<file path="src/rtl/cas_pkg.sv">
`default_nettype none

package cas_pkg;

    // Configuration port
    localparam int CFG_DATA_W  = 11;
    localparam int CFG_INDEX_W = 2;

    localparam logic [CFG_INDEX_W-1:0] REG_FRAME_WIDTH    = 2'd0;
    localparam logic [CFG_INDEX_W-1:0] REG_FRAME_HEIGHT   = 2'd1;
    localparam logic [CFG_INDEX_W-1:0] REG_WALL_THRESHOLD = 2'd2;

    localparam logic [CFG_DATA_W-1:0] RST_FRAME_WIDTH    = 11'd64;
    localparam logic [CFG_DATA_W-1:0] RST_FRAME_HEIGHT   = 11'd64;
    localparam logic [3:0]            RST_WALL_THRESHOLD = 4'd5;

    localparam int DEF_MAX_WIDTH  = 1024;
    localparam int DEF_MAX_HEIGHT = 1024;

    localparam int POS_W = 10;
    localparam int THR_W = 4;

    localparam logic KIND_TILE  = 1'b0;
    localparam logic KIND_FLUSH = 1'b1;

    // Where the result value of a request comes from
    typedef enum logic [1:0] {
        SRC_EDGE,    // right-border tile of the row above the current one
        SRC_CENTER,  // border tile, passes through
        SRC_COUNT,   // interior tile, neighbor count against threshold
        SRC_MIDDLE   // last row, read back from the middle line
    } src_t;

    // Request handed from the sequencer to the stencil stage
    typedef struct packed {
        logic             writes;  // tile request: line write-back and window shift
        logic             due;     // produces a result
        logic             last;
        src_t             src;
        logic             tile;
        logic [POS_W-1:0] column;
        logic [POS_W-1:0] row;
    } stage_ctl_t;

endpackage

`default_nettype wire

</file>
<file path="src/rtl/cellular_automaton_smoothing.sv">
// Channel   Handshake                  Payload                      Direction
// tiles     tile_valid / tile_ready    kind, tile                   in
// results   result_valid/result_ready  column, row, tile_out, last  out
// config    cfg_write (no wait)        cfg_index, cfg_data          in
//
// One request per cycle sustained while results are taken. A request is sequenced in the accept cycle
// and its line-buffer read lands at the accepting edge; the stencil stage then
// writes the lines back and loads the output register once that register is free or
// being emptied, and the result is offered from the output register.
// The line buffers are single-bit memories of MAX_WIDTH entries; reads of an
// entry written in the same cycle are bypassed.
// Reset restores the register defaults and clears counters, window and
// handshake state; the lines need no clearing.
// A stalled result holds the stencil stage; tile_ready drops only once both the
// output register and the stencil stage are occupied.
`default_nettype none

module cellular_automaton_smoothing #(
    parameter int MAX_WIDTH  = cas_pkg::DEF_MAX_WIDTH,
    parameter int MAX_HEIGHT = cas_pkg::DEF_MAX_HEIGHT
) (
    input  wire logic                              clk,
    input  wire logic                              rst_n,
    input  wire logic                              cfg_write,
    input  wire logic [cas_pkg::CFG_INDEX_W-1:0]   cfg_index,
    input  wire logic [cas_pkg::CFG_DATA_W-1:0]    cfg_data,
    input  wire logic                              tile_valid,
    output logic                                   tile_ready,
    input  wire logic                              kind,
    input  wire logic                              tile,
    output logic                                   result_valid,
    input  wire logic                              result_ready,
    output logic [cas_pkg::POS_W-1:0]              column,
    output logic [cas_pkg::POS_W-1:0]              row,
    output logic                                   tile_out,
    output logic                                   last
);
    import cas_pkg::*;

    localparam int COL_W = $clog2(MAX_WIDTH);

    logic             accept;
    stage_ctl_t       req;
    logic             req_act;
    logic [COL_W-1:0] rd_addr;
    logic [COL_W-1:0] w_last;
    logic [THR_W-1:0] threshold;
    logic             rd_upper;
    logic             rd_middle;
    logic             wr_en;
    logic [COL_W-1:0] wr_addr;
    logic             wr_upper;
    logic             wr_middle;
    logic             stage_free;

    // a request is taken whenever the stencil stage frees up this cycle
    assign tile_ready = stage_free;
    assign accept     = tile_valid && tile_ready;

    // counters, geometry and per-request decisions
    cas_seq #(
        .MAX_WIDTH  (MAX_WIDTH),
        .MAX_HEIGHT (MAX_HEIGHT)
    ) u_seq (
        .clk       (clk),
        .rst_n     (rst_n),
        .cfg_write (cfg_write),
        .cfg_index (cfg_index),
        .cfg_data  (cfg_data),
        .accept    (accept),
        .kind      (kind),
        .tile      (tile),
        .req       (req),
        .req_act   (req_act),
        .rd_addr   (rd_addr),
        .w_last    (w_last),
        .threshold (threshold)
    );

    // the two previous rows, one bit per column
    cas_line_mem #(
        .MAX_WIDTH (MAX_WIDTH)
    ) u_line_mem (
        .clk       (clk),
        .rd_en     (req_act),
        .rd_addr   (rd_addr),
        .wr_en     (wr_en),
        .wr_addr   (wr_addr),
        .wr_upper  (wr_upper),
        .wr_middle (wr_middle),
        .rd_upper  (rd_upper),
        .rd_middle (rd_middle)
    );

    // 3x3 window, neighbor count, write-back and output register
    cas_stencil #(
        .MAX_WIDTH (MAX_WIDTH)
    ) u_stencil (
        .clk          (clk),
        .rst_n        (rst_n),
        .load         (req_act),
        .req          (req),
        .req_addr     (rd_addr),
        .w_last       (w_last),
        .threshold    (threshold),
        .rd_upper     (rd_upper),
        .rd_middle    (rd_middle),
        .free         (stage_free),
        .wr_en        (wr_en),
        .wr_addr      (wr_addr),
        .wr_upper     (wr_upper),
        .wr_middle    (wr_middle),
        .result_valid (result_valid),
        .result_ready (result_ready),
        .column       (column),
        .row          (row),
        .tile_out     (tile_out),
        .last         (last)
    );

endmodule

`default_nettype wire

</file>
<file path="src/rtl/cas_line_mem.sv">
`default_nettype none

module cas_line_mem #(
    parameter int MAX_WIDTH = 1024
) (
    input  wire logic                         clk,
    input  wire logic                         rd_en,
    input  wire logic [$clog2(MAX_WIDTH)-1:0] rd_addr,
    input  wire logic                         wr_en,
    input  wire logic [$clog2(MAX_WIDTH)-1:0] wr_addr,
    input  wire logic                         wr_upper,
    input  wire logic                         wr_middle,
    output logic                              rd_upper,
    output logic                              rd_middle
);
    logic upper_mem  [MAX_WIDTH];
    logic middle_mem [MAX_WIDTH];

    always_ff @(posedge clk)
    begin
        if (wr_en)
        begin
            upper_mem[wr_addr]  <= wr_upper;
            middle_mem[wr_addr] <= wr_middle;
        end
    end

    // Registered read; a write to the same entry in the same cycle is bypassed
    always_ff @(posedge clk)
    begin
        if (rd_en)
        begin
            if (wr_en && (wr_addr == rd_addr))
            begin
                rd_upper  <= wr_upper;
                rd_middle <= wr_middle;
            end
            else
            begin
                rd_upper  <= upper_mem[rd_addr];
                rd_middle <= middle_mem[rd_addr];
            end
        end
    end

endmodule

`default_nettype wire

</file>
<file path="src/rtl/cas_seq.sv">
`default_nettype none

module cas_seq #(
    parameter int MAX_WIDTH  = 1024,
    parameter int MAX_HEIGHT = 1024
) (
    input  wire logic                              clk,
    input  wire logic                              rst_n,
    input  wire logic                              cfg_write,
    input  wire logic [cas_pkg::CFG_INDEX_W-1:0]   cfg_index,
    input  wire logic [cas_pkg::CFG_DATA_W-1:0]    cfg_data,
    input  wire logic                              accept,
    input  wire logic                              kind,
    input  wire logic                              tile,
    output cas_pkg::stage_ctl_t                    req,
    output logic                                   req_act,
    output logic [$clog2(MAX_WIDTH)-1:0]           rd_addr,
    output logic [$clog2(MAX_WIDTH)-1:0]           w_last,
    output logic [cas_pkg::THR_W-1:0]              threshold
);
    import cas_pkg::*;

    localparam int COL_W = $clog2(MAX_WIDTH);
    localparam int ROW_W = $clog2(MAX_HEIGHT);

    logic [CFG_DATA_W-1:0] width_reg, width_next;
    logic [CFG_DATA_W-1:0] height_reg, height_next;
    logic [THR_W-1:0]      thr_reg, thr_next;
    logic [COL_W-1:0]      in_col_reg, in_col_next;
    logic [ROW_W-1:0]      in_row_reg, in_row_next;
    logic                  taken_reg, taken_next;
    logic [COL_W-1:0]      out_col_reg, out_col_next;
    logic [ROW_W-1:0]      out_row_reg, out_row_next;

    logic [ROW_W-1:0] h_last;
    logic             due;
    logic             interior;
    logic             is_last;
    logic             emit;

    // Clamped geometry, kept as last index
    always_comb
    begin
        if (width_reg == '0)
            w_last = '0;
        else if (32'(width_reg) > MAX_WIDTH)
            w_last = COL_W'(MAX_WIDTH - 1);
        else
            w_last = COL_W'(width_reg - 11'd1);

        if (height_reg == '0)
            h_last = '0;
        else if (32'(height_reg) > MAX_HEIGHT)
            h_last = ROW_W'(MAX_HEIGHT - 1);
        else
            h_last = ROW_W'(height_reg - 11'd1);
    end

    assign threshold = thr_reg;

    assign due = (in_row_reg >= ROW_W'(2)) ||
                 ((in_row_reg == ROW_W'(1)) && (in_col_reg != '0));
    assign interior = (out_col_reg != '0) && (out_col_reg < w_last) &&
                      (out_row_reg != '0) && (out_row_reg < h_last);
    assign is_last = (out_col_reg == w_last) && (out_row_reg == h_last);

    always_comb
    begin
        width_next   = width_reg;
        height_next  = height_reg;
        thr_next     = thr_reg;
        in_col_next  = in_col_reg;
        in_row_next  = in_row_reg;
        taken_next   = taken_reg;
        out_col_next = out_col_reg;
        out_row_next = out_row_reg;
        req          = '0;
        rd_addr      = in_col_reg;
        emit         = 1'b0;

        if (accept)
        begin
            if (taken_reg)
            begin
                // drain: every request emits one pending result
                emit    = 1'b1;
                rd_addr = out_col_reg;
                req.src = (out_row_reg >= h_last) ? SRC_MIDDLE : SRC_EDGE;
            end
            else if (kind == KIND_TILE)
            begin
                req.writes = 1'b1;
                req.tile   = tile;
                emit       = due;
                if (in_col_reg == '0)
                    req.src = SRC_EDGE;
                else if (interior)
                    req.src = SRC_COUNT;
                else
                    req.src = SRC_CENTER;

                if (in_col_reg >= w_last)
                begin
                    in_col_next = '0;
                    if (in_row_reg >= h_last)
                        taken_next = 1'b1;
                    else
                        in_row_next = in_row_reg + ROW_W'(1);
                end
                else
                begin
                    in_col_next = in_col_reg + COL_W'(1);
                end
            end
        end

        if (emit)
        begin
            req.due    = 1'b1;
            req.last   = is_last;
            req.column = POS_W'(out_col_reg);
            req.row    = POS_W'(out_row_reg);
            if (is_last)
            begin
                in_col_next  = '0;
                in_row_next  = '0;
                taken_next   = 1'b0;
                out_col_next = '0;
                out_row_next = '0;
            end
            else if (out_col_reg >= w_last)
            begin
                out_col_next = '0;
                out_row_next = out_row_reg + ROW_W'(1);
            end
            else
            begin
                out_col_next = out_col_reg + COL_W'(1);
            end
        end

        req_act = accept && (taken_reg || (kind == KIND_TILE));

        if (cfg_write)
        begin
            unique case (cfg_index) inside
                REG_FRAME_WIDTH, REG_FRAME_HEIGHT:
                begin
                    if (cfg_index == REG_FRAME_WIDTH)
                        width_next = cfg_data;
                    else
                        height_next = cfg_data;
                    in_col_next  = '0;
                    in_row_next  = '0;
                    taken_next   = 1'b0;
                    out_col_next = '0;
                    out_row_next = '0;
                end
                REG_WALL_THRESHOLD:
                begin
                    thr_next = cfg_data[THR_W-1:0];
                end
                default:
                begin
                end
            endcase
        end
    end

    always_ff @(posedge clk or negedge rst_n)
    begin
        if (!rst_n)
        begin
            width_reg   <= RST_FRAME_WIDTH;
            height_reg  <= RST_FRAME_HEIGHT;
            thr_reg     <= RST_WALL_THRESHOLD;
            in_col_reg  <= '0;
            in_row_reg  <= '0;
            taken_reg   <= 1'b0;
            out_col_reg <= '0;
            out_row_reg <= '0;
        end
        else
        begin
            width_reg   <= width_next;
            height_reg  <= height_next;
            thr_reg     <= thr_next;
            in_col_reg  <= in_col_next;
            in_row_reg  <= in_row_next;
            taken_reg   <= taken_next;
            out_col_reg <= out_col_next;
            out_row_reg <= out_row_next;
        end
    end

endmodule

`default_nettype wire

</file>
<file path="src/rtl/cas_stencil.sv">
`default_nettype none

module cas_stencil #(
    parameter int MAX_WIDTH = 1024
) (
    input  wire logic                               clk,
    input  wire logic                               rst_n,
    input  wire logic                               load,
    input  wire cas_pkg::stage_ctl_t                req,
    input  wire logic [$clog2(MAX_WIDTH)-1:0]       req_addr,
    input  wire logic [$clog2(MAX_WIDTH)-1:0]       w_last,
    input  wire logic [cas_pkg::THR_W-1:0]          threshold,
    input  wire logic                               rd_upper,
    input  wire logic                               rd_middle,
    output logic                                    free,
    output logic                                    wr_en,
    output logic [$clog2(MAX_WIDTH)-1:0]            wr_addr,
    output logic                                    wr_upper,
    output logic                                    wr_middle,
    output logic                                    result_valid,
    input  wire logic                               result_ready,
    output logic [cas_pkg::POS_W-1:0]               column,
    output logic [cas_pkg::POS_W-1:0]               row,
    output logic                                    tile_out,
    output logic                                    last
);
    import cas_pkg::*;

    localparam int COL_W = $clog2(MAX_WIDTH);

    logic             s1_valid_reg, s1_valid_next;
    stage_ctl_t       s1_reg;
    logic [COL_W-1:0] s1_addr_reg;
    logic [8:0]       window_reg, window_next;
    logic             edge_reg;
    logic             out_valid_reg, out_valid_next;
    logic             done;
    logic             value;
    logic [3:0]       count;

    assign done  = s1_valid_reg && (!s1_reg.due || !out_valid_reg || result_ready);
    assign free  = !s1_valid_reg || done;

    // window columns: [2:0] two back, [5:3] one back, [8:6] newest (upper, middle, tile)
    assign window_next = {s1_reg.tile, rd_middle, rd_upper, window_reg[8:3]};

    always_comb
    begin
        count = '0;
        for (int i = 0; i < 9; i++)
        begin
            if (i != 4)
                count = count + 4'(window_next[i]);
        end
    end

    always_comb
    begin
        case (s1_reg.src)
            SRC_EDGE:   value = edge_reg;
            SRC_CENTER: value = window_next[4];
            SRC_COUNT:  value = (count >= threshold);
            SRC_MIDDLE: value = rd_middle;
            default:    value = 1'b0;
        endcase
    end

    assign wr_en     = done && s1_reg.writes;
    assign wr_addr   = s1_addr_reg;
    assign wr_upper  = rd_middle;
    assign wr_middle = s1_reg.tile;

    always_comb
    begin
        s1_valid_next = s1_valid_reg;
        if (load)
            s1_valid_next = 1'b1;
        else if (done)
            s1_valid_next = 1'b0;

        out_valid_next = out_valid_reg;
        if (done && s1_reg.due)
            out_valid_next = 1'b1;
        else if (result_ready)
            out_valid_next = 1'b0;
    end

    always_ff @(posedge clk or negedge rst_n)
    begin
        if (!rst_n)
        begin
            s1_valid_reg  <= 1'b0;
            out_valid_reg <= 1'b0;
            window_reg    <= '0;
        end
        else
        begin
            s1_valid_reg  <= s1_valid_next;
            out_valid_reg <= out_valid_next;
            if (wr_en)
                window_reg <= window_next;
        end
    end

    always_ff @(posedge clk)
    begin
        if (load)
        begin
            s1_reg      <= req;
            s1_addr_reg <= req_addr;
        end
        // right-border copy of the upper line
        if (wr_en && (s1_addr_reg == w_last))
            edge_reg <= rd_middle;
        if (done && s1_reg.due)
        begin
            column   <= s1_reg.column;
            row      <= s1_reg.row;
            tile_out <= value;
            last     <= s1_reg.last;
        end
    end

    assign result_valid = out_valid_reg;

endmodule

`default_nettype wire

</file>
<file path="config.mk">
export PLATFORM = sky130hd
export DESIGN_NAME = cellular_automaton_smoothing
export DESIGN_NICKNAME = d
export VERILOG_FILES = /design/src/rtl/cas_pkg.sv /design/src/rtl/cellular_automaton_smoothing.sv /design/src/rtl/cas_line_mem.sv /design/src/rtl/cas_seq.sv /design/src/rtl/cas_stencil.sv
export SDC_FILE = /design/constraint.sdc
export NUM_CORES = 2
export LEC_CHECK = 0
export ABC_AREA = 1
export BUFFER_PORTS_ARGS = -buffer_cell sky130_fd_sc_hd__clkbuf_2
export CAP_MARGIN = 15
export CORE_ASPECT_RATIO = 1.4
export CORE_UTILIZATION = 40
export DETAILED_ROUTE_END_ITERATION = 16
export PLACE_DENSITY = 0.55
export SYNTH_ARGS = -nofsm -noshare
export SYNTH_HDL_FRONTEND = slang
export SYNTH_SLANG_ARGS = --single-unit
</file>
<file path="constraint.sdc">
create_clock -name clk -period 25.4 [get_ports clk]
set_input_delay 1.27 -clock clk [delete_from_list [all_inputs] [get_ports clk]]
set_output_delay 1.27 -clock clk [all_outputs]
set_load 0.02 [all_outputs]
</file>
==> run_summary.xml <==
<?xml version="1.0" encoding="UTF-8"?>
<metrics>
  <group name="cells_and_area">
    <metric name="area_occupied_by_multi_input_gates" unit="mm^2">0.0261</metric>
    <metric name="syn_to_final_growth" unit="%">9.99</metric>
    <metric name="num-nets-final" unit="">9233</metric>
    <metric name="layout.area.seq" unit="mm^2">0.0652</metric>
    <metric name="drive_gt1_share" unit="%">6.01</metric>
    <metric name="fillers" unit="">22670</metric>
  </group>
  <group name="setup_path">
    <metric name="timing.setup.critical_path_class" unit="">reg2reg</metric>
    <metric name="worstPathCellList" unit="">inv_1 &gt; nand2_1 &gt; nand2_1 &gt; nand3_2 &gt; nand2_8 &gt; buf_12 &gt; buf_4 &gt; buf_4 &gt; buf_4 &gt; nand2_1 &gt; nand3_1 &gt; nand3_1 &gt; nand3_1 &gt; nand3_1 &gt; nand3_1 &gt; nand3_1 &gt; nand3_1 &gt; nand2_1 &gt; nand2_1 &gt; nand3_1 &gt; nand3_1 &gt; nand2_1</metric>
    <metric name="startpoint_type" unit="">flop</metric>
    <metric name="endpoint_type_of_the_worst_setup_path" unit="">flop</metric>
    <metric name="slowest_cell_on_the_critical_path" unit="">buf_4</metric>
    <metric name="critical_path.most_common_cell" unit="">nand3_1</metric>
    <metric name="critPathMaxFanout" unit="">151</metric>
    <metric name="cp.required" unit="ns">26.03</metric>
    <metric name="timing.critical_path.arrival" unit="ns">7.70</metric>
    <metric name="worst_path_largest_cell_delay" unit="ns">0.80</metric>
  </group>
  <group name="synth">
    <metric name="edff_count_synth" unit="">2109</metric>
    <metric name="synth_common_cells" unit="">2318 x nand2_1, 2109 x edfxtp_1, 1822 x nand3_1</metric>
    <metric name="yosys_warnings" unit="">0</metric>
    <metric name="synth_largest_area_cell" unit="">edfxtp_1</metric>
    <metric name="synth.net_count" unit="">9470</metric>
    <metric name="synth-main-ff-cell" unit="">edfxtp_1</metric>
    <metric name="synthDistinctLibCells" unit="">44</metric>
    <metric name="total_standard_cell_area_after_synthesis" unit="mm^2">0.0968</metric>
    <metric name="syn_avg_cell_area" unit="um^2">10.3</metric>
    <metric name="netlist_instances" unit="">9388</metric>
    <metric name="post-synth-top-count-cell" unit="">nand2_1</metric>
    <metric name="post_synth_main_area_contributors" unit="">edfxtp_1 65%, nand3_1 9.4%, nand2_1 9.0%, nor2_1 4.6%, inv_1 2.8%</metric>
    <metric name="yosys.area.top_type_share" unit="%">65.4</metric>
    <metric name="yosys_register_bits" unit="">2184</metric>
    <metric name="ys_seq_area_share" unit="%">67.3</metric>
    <metric name="postSynth.asyncResetShare" unit="%">3.43</metric>
  </group>
  <group name="routing">
    <metric name="dr.max_layer_used" unit="">met5</metric>
    <metric name="drtPass1Iterations" unit="">6</metric>
    <metric name="drt_drc_violations_left" unit="">0</metric>
    <metric name="wl_per_cell" unit="um">23.5</metric>
    <metric name="wl_met1" unit="um">113000</metric>
    <metric name="drt_iter0_markers" unit="">6352</metric>
    <metric name="detailroute.wirelength.met2" unit="um">146000</metric>
    <metric name="vias" unit="">68426</metric>
    <metric name="routed_wl" unit="um">294000</metric>
    <metric name="met3WireLength" unit="um">20000</metric>
    <metric name="via_per_inst" unit="">5.46</metric>
    <metric name="antenna_left" unit="">0</metric>
  </group>
  <group name="clock_network">
    <metric name="cts-buffers-inserted" unit="">214</metric>
    <metric name="htreeDepth" unit="">4</metric>
    <metric name="clock_tree.root_cell" unit="">clkbuf_16</metric>
    <metric name="cts_hold_buf" unit="">0</metric>
    <metric name="cts_max_path_buffers" unit="">4</metric>
    <metric name="cts.sink_count" unit="">2184</metric>
    <metric name="cts.reportedPaths.clkPinSlew" unit="ns">0.07</metric>
    <metric name="worstSkewPairLatency" unit="ns">0.89</metric>
    <metric name="post-cts-setup-buffer-count" unit="">0</metric>
    <metric name="clock_tree_from_tritoncts" unit="">built</metric>
    <metric name="post_cts.resized_instances" unit="">0</metric>
  </group>
  <group name="global_routing">
    <metric name="first_global_vias" unit="">67488</metric>
    <metric name="global_route_total_usage_across_every_layer" unit="%">23.8</metric>
    <metric name="grt_max_degree" unit="">222</metric>
    <metric name="initial_antenna_violation_count" unit="">11</metric>
    <metric name="global_route.overflow_total" unit="">0</metric>
    <metric name="grt_pass1_wl" unit="um">430000</metric>
  </group>
  <group name="floorplan">
    <metric name="core_area" unit="mm^2">0.241</metric>
    <metric name="die-height" unit="um">584</metric>
    <metric name="floorplan.io_pins" unit="">44</metric>
    <metric name="fp.dieArea" unit="mm^2">0.244</metric>
    <metric name="die-width" unit="um">418</metric>
    <metric name="initial_core_util" unit="%">40.2</metric>
    <metric name="num_rows" unit="">213</metric>
  </group>
  <group name="sta">
    <metric name="slew_viol_final" unit="">0</metric>
    <metric name="clock.fmax" unit="GHz">0.141</metric>
    <metric name="fin_worst_skew" unit="ns">0.0608</metric>
    <metric name="worstMarginPinSlew" unit="ns">1.26</metric>
    <metric name="timing.final.crit_share" unit="%">27.8</metric>
    <metric name="rsz0062_at_grt" unit="">no</metric>
    <metric name="headroom_to_the_max_slew_limit" unit="%">15.7</metric>
    <metric name="setup_ws" unit="ns">18.33</metric>
    <metric name="layout_min_cycle_time" unit="ns">7.07</metric>
    <metric name="setup_viol_count_final" unit="">0</metric>
    <metric name="timing_hold_violations_final" unit="">0</metric>
    <metric name="timing.setup.tns" unit="ns">0</metric>
  </group>
  <group name="outcome">
    <metric name="run_status" unit="">completed</metric>
  </group>
  <group name="power_and_ir_drop">
    <metric name="power_report.internal_total" unit="mW">6.16</metric>
    <metric name="switching_share" unit="%">27.3</metric>
    <metric name="p_leak" unit="nW">38.9</metric>
    <metric name="p_clk_share" unit="%">37.6</metric>
    <metric name="fraction_of_power_consumed_by_combinational_cells" unit="%">15.1</metric>
    <metric name="power.ir.vdd_worst" unit="uV">54.7</metric>
    <metric name="sequentialPowerShare" unit="%">47.4</metric>
    <metric name="cellPowerDensity" unit="mW/mm^2">79.6</metric>
    <metric name="reported_net_switching_power" unit="mW">2.32</metric>
  </group>
  <group name="run">
    <metric name="max-cap-violations" unit="">0</metric>
  </group>
  <group name="place">
    <metric name="worst_case_setup_slack_after_placement" unit="ns">17.79</metric>
    <metric name="hpwlAfterDp" unit="um">154000</metric>
    <metric name="port-buffer-count" unit="">43</metric>
    <metric name="gp_routability_congestion" unit="">0.849</metric>
  </group>
  <group name="worst_hold_path">
    <metric name="worst_hold_path_type" unit="">in2async</metric>
  </group>
</metrics>
## final cells by class
class	count	area share, %
flip-flops and latches	2184	61.2
diodes	4	0.00940
multi-input cells	5812	24.5
clock inverters	122	1.17
inverters	741	2.63
well taps	3225	3.79
clock buffers	254	5.23
repair buffers	198	1.46
## through the flow
| step | instance area [um^2] | hold slack, ns | cells | utilization, % | total power [mW] |
|---|---|---|---|---|---|
| final | 107000 | 0.186 | 12540 | 44.3 | 8.48 |
| after global routing | 106000 | 0.170 | 12537 | 44.3 | 8.78 |
| after CTS | 106000 | 0.129 | 12533 | 44.2 | 8.53 |
| after detailed placement | 99600 | 0.405 | 12157 | 41.4 | 5.37 |
| after global placement | 99500 | 0.401 | 12152 | 41.4 | 5.36 |
| after floorplan | 96800 | 0.400 | 9388 | - | 5.09 |
## layout by cell type (no fill, tap or decap), types with 58 or more instances in the layout
| cell | n |
|---|---|
| a21oi_1 | 63 |
| nand2_1 | 2285 |
| edfxtp_1 | 2109 |
| inv_1 | 732 |
| ha_1 | 58 |
| dfrtp_1 | 71 |
| clkbuf_16 | 217 |
| o211ai_1 | 77 |
| nand3_1 | 1822 |
| nor2_1 | 1185 |
| o21ai_0 | 130 |
| buf_4 | 142 |
## power by group through the flow
stage                     clock, mW  sequential, mW  combinational (mW)
final                          3.19            4.02                1.28
after global routing           3.35            4.02                1.42
after CTS                      3.23            4.01                1.28
after detailed placement          0            4.09                1.27
after global placement            0            4.09                1.27
after floorplan                   0            4.21               0.878
## worst max-delay path: cells and delay by family (launching register included)
kind,cells,cell delay (ns)
buffers and inverters,5,3.17
and+or+nand+nor,17,2.79
DFF,1,0.41
## logic make-up after synthesis
kind of cell,Yosys count,share of synthesized area (%)
buffers and inverters,1392,6.13
and+or+nand+nor,5413,23.5
AOI/OAI and AO/OA,304,1.85
adders and majority gates,62,0.832
DFF,2184,67.3
xor gates and xnor gates,33,0.299
## worst paths after layout
kind	depth (start not counted)	start	endpoint	slack (ns)
worst max register to register	22	u_seq.out_col_reg[0]$_DFF_PN0_	u_line_mem.rd_upper$_DFFE_PP_	18.33
worst min register to register	0	u_stencil.s1_reg[8]$_SDFFCE_PN0P_	u_stencil.row[8]$_DFFE_PP_	0.41
worst max-delay path	22	u_seq.out_col_reg[0]$_DFF_PN0_	u_line_mem.rd_upper$_DFFE_PP_	18.33
min in group clk	0	u_stencil.s1_reg[8]$_SDFFCE_PN0P_	u_stencil.row[8]$_DFFE_PP_	0.41
worst min-delay path	1	rst_n	u_seq.out_col_reg[1]$_DFF_PN0_	0.19
max in group asynchronous	2	rst_n	u_seq.height_reg[1]$_DFFE_PN0P_	24.08
## metal layers
metal / global-route usage [%] / vias to the layer above
met5: 0 / -
met4: 11.7 / 2
met3: 3.17 / 619
met2: 41.9 / 2486
li1: - / 31200
met1: 28.5 / 34119
Note: power is estimated with default switching activity, not from simulation.
